[src/rtl/core/vmcc_pkg.sv]
package vmcc_pkg;

  localparam int MAX_ELEMENTS = 256;

  localparam int XLEN      = 64;
  localparam int ADD_W     = XLEN + 2;
  localparam int IDX_W     = 8;
  localparam int OP_W      = 4;
  localparam int EWC_W     = 2;
  localparam int CFG_IDX_W = 1;
  localparam int CFG_DAT_W = 8;
  localparam int CMP_W     = 16;

  typedef enum logic [OP_W-1:0] {
    OP_EQ     = 4'd0,
    OP_NE     = 4'd1,
    OP_SLT    = 4'd2,
    OP_SLE    = 4'd3,
    OP_SGT    = 4'd4,
    OP_SGE    = 4'd5,
    OP_ULT    = 4'd6,
    OP_ULE    = 4'd7,
    OP_UGT    = 4'd8,
    OP_UGE    = 4'd9,
    OP_CARRY  = 4'd10,
    OP_BORROW = 4'd11
  } op_t;

  typedef enum logic [EWC_W-1:0] {
    EW_8  = 2'd0,
    EW_16 = 2'd1,
    EW_32 = 2'd2,
    EW_64 = 2'd3
  } ewc_t;

  typedef enum logic [CFG_IDX_W-1:0] {
    REG_ELEMENT_WIDTH = 1'd0,
    REG_FIRST_ELEMENT = 1'd1
  } cfg_reg_t;

  // adder operands, already inverted for subtract
  typedef struct packed {
    logic [OP_W-1:0]   op;
    logic [ADD_W-1:0]  x;
    logic [ADD_W-1:0]  y;
    logic              c;
    logic              wr_en;
    logic              old_bit;
    logic [IDX_W-1:0]  idx;
    logic [EWC_W-1:0]  ewc;
  } prep_t;

  typedef struct packed {
    logic [OP_W-1:0]   op;
    logic              lt;
    logic              eq;
    logic              cbit;
    logic              wr_en;
    logic              old_bit;
    logic [IDX_W-1:0]  idx;
  } flags_t;

  function automatic logic [XLEN-1:0] extend_elem(input logic [XLEN-1:0] v,
                                                  input logic [EWC_W-1:0] ewc,
                                                  input logic sgn);
    logic [XLEN-1:0] r;
    begin
      case (ewc)
        EW_8:    r = {{(XLEN-8){sgn & v[7]}}, v[7:0]};
        EW_16:   r = {{(XLEN-16){sgn & v[15]}}, v[15:0]};
        EW_32:   r = {{(XLEN-32){sgn & v[31]}}, v[31:0]};
        default: r = v;
      endcase
      return r;
    end
  endfunction

endpackage

[src/rtl/core/vmcc_prep.sv]
module vmcc_prep
  import vmcc_pkg::*;
(
  input  logic [OP_W-1:0]   operation,
  input  logic [XLEN-1:0]   lhs_element,
  input  logic [XLEN-1:0]   rhs_value,
  input  logic              rhs_is_scalar,
  input  logic              mask_source_bit,
  input  logic              masked,
  input  logic              old_mask_bit,
  input  logic [IDX_W-1:0]  element_index,
  input  logic [EWC_W-1:0]  ewc,
  input  logic [IDX_W-1:0]  first_element,
  output prep_t             prep
);

  logic            is_cmp;
  logic            is_sgn;
  logic            in_range;
  logic            op_ok;
  logic            cin;
  logic            sub;
  logic [XLEN-1:0] a;
  logic [XLEN-1:0] b;
  logic [ADD_W-1:0] y;

  always_comb begin
    is_cmp   = operation inside {[OP_EQ:OP_UGE]};
    op_ok    = operation inside {[OP_EQ:OP_BORROW]};
    is_sgn   = is_cmp && (operation inside {[OP_EQ:OP_SGE]});
    in_range = (element_index >= first_element) &&
               (CMP_W'(element_index) < CMP_W'(MAX_ELEMENTS));
    cin      = masked ? 1'b0 : mask_source_bit;
    sub      = (operation != OP_CARRY);

    a = extend_elem(lhs_element, ewc, is_sgn);
    // scalar right operand is full width for compares only
    b = (rhs_is_scalar && is_cmp) ? rhs_value : extend_elem(rhs_value, ewc, is_sgn);
    y = {{2{is_sgn & b[XLEN-1]}}, b};

    prep.op      = operation;
    prep.x       = {{2{is_sgn & a[XLEN-1]}}, a};
    prep.y       = sub ? ~y : y;
    // x - y - bin == x + ~y + ~bin
    if (is_cmp) begin
      prep.c = 1'b1;
    end else if (sub) begin
      prep.c = ~cin;
    end else begin
      prep.c = cin;
    end
    prep.wr_en   = in_range && op_ok && (!is_cmp || !masked || mask_source_bit);
    prep.old_bit = old_mask_bit;
    prep.idx     = element_index;
    prep.ewc     = ewc;
  end

endmodule

[src/rtl/core/vector_mask_compare_carry_unit_core.sv]
// throughput: one word per cycle while out_stall is low; three register stages
// (operand prep, 66-bit adder, result select) advance independently under stall
// reset: rst_n is synchronous and active low; it empties the pipeline and sets
// element width to 8 bits and first element to 0
module vector_mask_compare_carry_unit_core
  import vmcc_pkg::*;
(
  input  logic                  clk,
  input  logic                  rst_n,

  input  logic                  in_valid,
  output logic                  in_stall,
  input  logic [OP_W-1:0]       in_operation,
  input  logic [XLEN-1:0]       in_lhs_element,
  input  logic [XLEN-1:0]       in_rhs_value,
  input  logic                  in_rhs_is_scalar,
  input  logic                  in_mask_source_bit,
  input  logic                  in_masked,
  input  logic                  in_old_mask_bit,
  input  logic [IDX_W-1:0]      in_element_index,

  output logic                  out_valid,
  input  logic                  out_stall,
  output logic [IDX_W-1:0]      out_element_number,
  output logic                  out_new_mask_bit,
  output logic                  out_was_written,

  input  logic                  cfg_write_en,
  input  logic [CFG_IDX_W-1:0]  cfg_index,
  input  logic [CFG_DAT_W-1:0]  cfg_data
);

  logic [EWC_W-1:0] ewc_r;
  logic [IDX_W-1:0] first_r;

  prep_t  s1_nxt, s1_r;
  flags_t s2_nxt, s2_r;
  logic   v1_r, v2_r, v3_r;
  logic   adv1, adv2, adv3;

  logic [IDX_W-1:0]  out_idx_r, out_idx_nxt;
  logic              out_bit_r, out_bit_nxt;
  logic              out_wr_r,  out_wr_nxt;
  logic [ADD_W-1:0]  sum;
  logic              r;

  // configuration
  always_ff @(posedge clk) begin
    if (!rst_n) begin
      ewc_r   <= EW_8;
      first_r <= '0;
    end else if (cfg_write_en) begin
      case (cfg_index)
        REG_ELEMENT_WIDTH: ewc_r   <= cfg_data[EWC_W-1:0];
        REG_FIRST_ELEMENT: first_r <= cfg_data[IDX_W-1:0];
        default: ;
      endcase
    end
  end

  // a stage moves when it is empty or the next one moves
  assign adv3     = !v3_r || !out_stall;
  assign adv2     = !v2_r || adv3;
  assign adv1     = !v1_r || adv2;
  assign in_stall = !adv1;

  always_ff @(posedge clk) begin
    if (!rst_n) begin
      v1_r <= 1'b0;
      v2_r <= 1'b0;
      v3_r <= 1'b0;
    end else begin
      if (adv1) v1_r <= in_valid;
      if (adv2) v2_r <= v1_r;
      if (adv3) v3_r <= v2_r;
    end
  end

  vmcc_prep u_prep (
    .operation       (in_operation),
    .lhs_element     (in_lhs_element),
    .rhs_value       (in_rhs_value),
    .rhs_is_scalar   (in_rhs_is_scalar),
    .mask_source_bit (in_mask_source_bit),
    .masked          (in_masked),
    .old_mask_bit    (in_old_mask_bit),
    .element_index   (in_element_index),
    .ewc             (ewc_r),
    .first_element   (first_r),
    .prep            (s1_nxt)
  );

  // stage 2: shared adder for compare, carry and borrow
  always_comb begin
    sum = s1_r.x + s1_r.y + ADD_W'(s1_r.c);
    s2_nxt.op      = s1_r.op;
    s2_nxt.lt      = sum[ADD_W-1];
    s2_nxt.eq      = (sum == '0);
    case (s1_r.ewc)
      EW_8:    s2_nxt.cbit = sum[8];
      EW_16:   s2_nxt.cbit = sum[16];
      EW_32:   s2_nxt.cbit = sum[32];
      default: s2_nxt.cbit = sum[64];
    endcase
    s2_nxt.wr_en   = s1_r.wr_en;
    s2_nxt.old_bit = s1_r.old_bit;
    s2_nxt.idx     = s1_r.idx;
  end

  // stage 3: pick the result bit
  always_comb begin
    case (s2_r.op)
      OP_EQ:                    r = s2_r.eq;
      OP_NE:                    r = !s2_r.eq;
      OP_SLT, OP_ULT:           r = s2_r.lt;
      OP_SLE, OP_ULE:           r = s2_r.lt || s2_r.eq;
      OP_SGT, OP_UGT:           r = !s2_r.lt && !s2_r.eq;
      OP_SGE, OP_UGE:           r = !s2_r.lt;
      // borrow out shows as the top bit of the negative difference
      OP_CARRY, OP_BORROW:      r = s2_r.cbit;
      default:                  r = s2_r.old_bit;
    endcase
    out_idx_nxt = s2_r.idx;
    out_bit_nxt = s2_r.wr_en ? r : s2_r.old_bit;
    out_wr_nxt  = s2_r.wr_en;
  end

  always_ff @(posedge clk) begin
    if (adv1) s1_r <= s1_nxt;
    if (adv2) s2_r <= s2_nxt;
    if (adv3) begin
      out_idx_r <= out_idx_nxt;
      out_bit_r <= out_bit_nxt;
      out_wr_r  <= out_wr_nxt;
    end
  end

  assign out_valid          = v3_r;
  assign out_element_number = out_idx_r;
  assign out_new_mask_bit   = out_bit_r;
  assign out_was_written    = out_wr_r;

endmodule
[config.mk]
export PLATFORM = sky130hd
export DESIGN_NAME = vector_mask_compare_carry_unit_core
export DESIGN_NICKNAME = d
export VERILOG_FILES = /design/src/rtl/core/vmcc_pkg.sv /design/src/rtl/core/vmcc_prep.sv /design/src/rtl/core/vector_mask_compare_carry_unit_core.sv
export SDC_FILE = /design/constraint.sdc
export NUM_CORES = 1
export LEC_CHECK = 0
export BUFFER_PORTS_ARGS = -buffer_cell sky130_fd_sc_hd__buf_4
export CAP_MARGIN = 20
export CORE_MARGIN = 2
export CORE_UTILIZATION = 55
export CTS_CLUSTER_DIAMETER = 200
export CTS_CLUSTER_SIZE = 24
export DETAILED_ROUTE_END_ITERATION = 12
export PLACE_DENSITY = 0.78
export SYNTH_ARGS = -nofsm -noshare
export SYNTH_HDL_FRONTEND = slang
export SYNTH_SLANG_ARGS = --single-unit
[constraint.sdc]
create_clock -name clk -period 7.2 [get_ports clk]
set_input_delay 1.44 -clock clk [delete_from_list [all_inputs] [get_ports clk]]
set_output_delay 1.44 -clock clk [all_outputs]
set_load 0.01 [all_outputs]
==> flow_metrics.py <==
metrics = {
    "drt": {
        "initialDrtViolationCount": 959,
        "drcViolationCount": 0,
        "drtPass1Iterations": 5,
        "ant_nets": 0,
        "wl_per_cell_um": 19.4,
        "via_per_inst": 6.09,
        "num_vias": 10278,
        "routed_wl_um": 32700,
    },
    "clock_tree": {
        "cts_sinks": 187,
        "cts_tree": "built",
        "clock_latency_ps": 460,
        "post_cts_resized": 0,
        "cts_hold_buffers": 0,
        "clockBufferDepth": 2,
        "cts_buffers": 17,
        "post-cts-setup-buffer-count": 0,
        "root_buffer": "clkbuf_16",
        "htreeDepth": 4,
        "clk_pin_slew_ps": 80,
    },
    "timing": {
        "tightest_slew_ps": 982,
        "period_share_pct": 58.3,
        "hold_ws_ps": 417,
        "finalHoldViolCount": 0,
        "slew_headroom_pct": 34.5,
        "final_max_slew_viol_count": 0,
        "finalClockSkew_ps": 14.7,
        "fin_setup_tns_ps": 0,
        "post-route-min-period_ps": 4200,
        "fmax_mhz": 238,
        "setup_viol": 0,
        "rsz0062_at_grt": "false",
    },
    "synth": {
        "synth_edf_count": 174,
        "synthTopCellsByArea": "edfxtp_1 (42%), ha_1 (7.2%), a21oi_1 (6.0%)",
        "synthTopCellsByCount": "edfxtp_1 (174), a21oi_1 (150), nand2_1 (114), nor2_1 (83), a21o_1 (73)",
        "synth_area_mm2": 0.0125,
        "syn-num-nets": 1508,
        "synth.yosys.seq_area_share_pct": 43.9,
        "synth.largest_area_cell": "edfxtp_1",
        "synth.distinct_cells": 82,
        "ys_warn_count": 0,
        "synth.most_common_cell": "edfxtp_1",
        "synthCells": 1276,
        "synthArstFlopShare_pct": 0,
        "synth-seq-cells": 187,
        "syn_area_per_cell_um2": 9.79,
        "synth_top_area_share_pct": 41.8,
        "synth_top_flop_cell": "edfxtp_1",
    },
    "die": {
        "start_util_pct": 55.5,
        "rows": 55,
        "num_io_pins": 170,
        "die-area_mm2": 0.0239,
        "die_w_um": 155,
        "chipHeight_um": 155,
        "core_area_mm2": 0.0225,
    },
    "grt": {
        "gr-total-overflow": 0,
        "grt_pass1_wl_um": 51200,
        "grt_start_max_net_pins": 76,
        "grtUsageTotal_pct": 27.2,
        "antenna_found_initial": 0,
        "grt_pass1_vias": 9944,
    },
    "setup_path": {
        "critPathKind": "in -> out",
        "cpPeakStageDelay_ps": 680,
        "worstPathMaxFanout": 75,
        "rrSetupSlack_ps": 3240,
        "crit_start": "out_stall",
        "crit_buf_inv": 3,
        "crit_arrival_ps": 2760,
        "critical_path.cell_chain": "buf_4 -> and3_1 -> nand2_4 -> inv_1 -> buf_4",
        "start_kind": "input port",
        "critical-path-top-delay-family": "simple AND/OR/NAND/NOR gates",
        "cp.depth": 5,
        "r2r-end": "s2_r[11]",
        "end_kind": "primary output",
        "crit_top_cell": "buf_4",
        "r2r_cells": 14,
        "endpoint": "in_stall",
        "cp_slowest_cell": "nand2_4",
        "required_ps": 5760,
        "reg2reg_from": "s1_r[12]",
    },
    "layout": {
        "fill_cells": 1839,
        "fin_nets": 1621,
        "area_growth_pct": 15.9,
        "multi_input_area_mm2": 0.00652,
        "n_antenna_cell": 0,
        "drive_gt1_share_pct": 17.8,
        "final-seq-area_mm2": 0.00549,
    },
    "run": {
        "cap_viol_max_count": 0,
    },
    "status": {
        "status": "finished, final reports clean",
    },
    "power_and_ir_drop": {
        "ir_drop_uv": 122,
        "p_per_area_mw_per_mm2": 249,
        "p_leak_nw": 6.29,
    },
    "place": {
        "io_buffers": 169,
        "gp_congestion": 1.01,
        "hpwlAfterDp_um": 25000,
    },
    "worst_hold_path": {
        "hold_path.class": "reg -> reg",
    },
}
==> placed cells by master (no fill, tap or decap), types with 9 or more instances in the layout <==
cell	n
clkbuf_16	17
o21a_1	20
xnor2_1	32
mux2i_1	9
ha_1	72
nand3_1	24
nor2b_1	13
xor2_1	72
o21ai_1	13
nand2b_1	16
a21boi_0	10
nand4_1	40
edfxtp_1	174
o21ai_0	55
dfxtp_1	13
a21oi_1	150
buf_4	177
nor3_1	16
inv_1	35
nor2_1	83
a21o_1	73
nor4_1	10
nand2_1	113
==> stage by stage <==
stage	std cells	cell area (µm²)	util, %	setup slack [ps]	power, mW
4_1_cts	1687	14500	64.3	2960	3.59
3_3_place_gp	1655	13800	61.4	3000	2.55
5_1_grt	1687	14500	64.3	2860	3.77
3_5_place_dp	1655	13800	61.4	2970	2.56
2_1_floorplan	1276	12500	-	572	2.21
6_report	1687	14500	64.3	3000	3.60
==> power breakdown <==
part           switching [mW]  leakage, nW  internal [mW]
sequential             0.0357         1.96           1.29
combinational           0.761         4.01          0.476
clock                   0.537        0.317          0.499
==> per-layer routing <==
metal  global-route usage (%)  routed length (µm)  vias up
li1                         -                   -     4958
met1                     37.5               14100     4897
met2                     45.8               16000      381
met3                     3.22                2120       42
met4                     7.05                 536        0
met5                        0                   0        -
==> cells by family after synthesis <==
family          after synthesis  share of synthesized area [%]
mux                          11                          0.991
compound gates              417                           21.7
xor+xnor                    104                           7.29
fa+ha+maj                    74                           7.53
simple gates                365                           14.6
buf+inv                     118                           4.07
flops                       187                           43.9
==> state kept, by name, summed over array words and instances, names as in the netlist, 2 cells and up <==
register,cells
out_element_number,8
s2_r,8
out_idx_nxt,8
s1_r,147
ewc_r,2
first_r,8
==> how the worst min path moves through the flow <==
stage                               from                     to  slack [ps]  depth (start not counted)
final                          s1_r[146]               s2_r[14]         420                          0
after floorplan           out_idx_nxt[0]  out_element_number[0]         400                          0
after CTS                      s1_r[146]               s2_r[14]         420                          0
after global routing           s1_r[145]               s2_r[13]         430                          0
after global placement    out_idx_nxt[5]  out_element_number[5]         400                          0
after detailed placement  out_idx_nxt[5]  out_element_number[5]         400                          0
==> area by class of cell <==
| class | count | share of cell area [%] |
|---|---|---|
| clock buffer | 17 | 2.94 |
| inverter | 35 | 0.907 |
| clock inverter | 15 | 1.59 |
| tap | 285 | 2.46 |
| sequential | 187 | 37.9 |
| multi-input combinational | 971 | 45.0 |
| timing repair buffer | 177 | 9.18 |
Note: power is estimated with default switching activity, not from simulation.
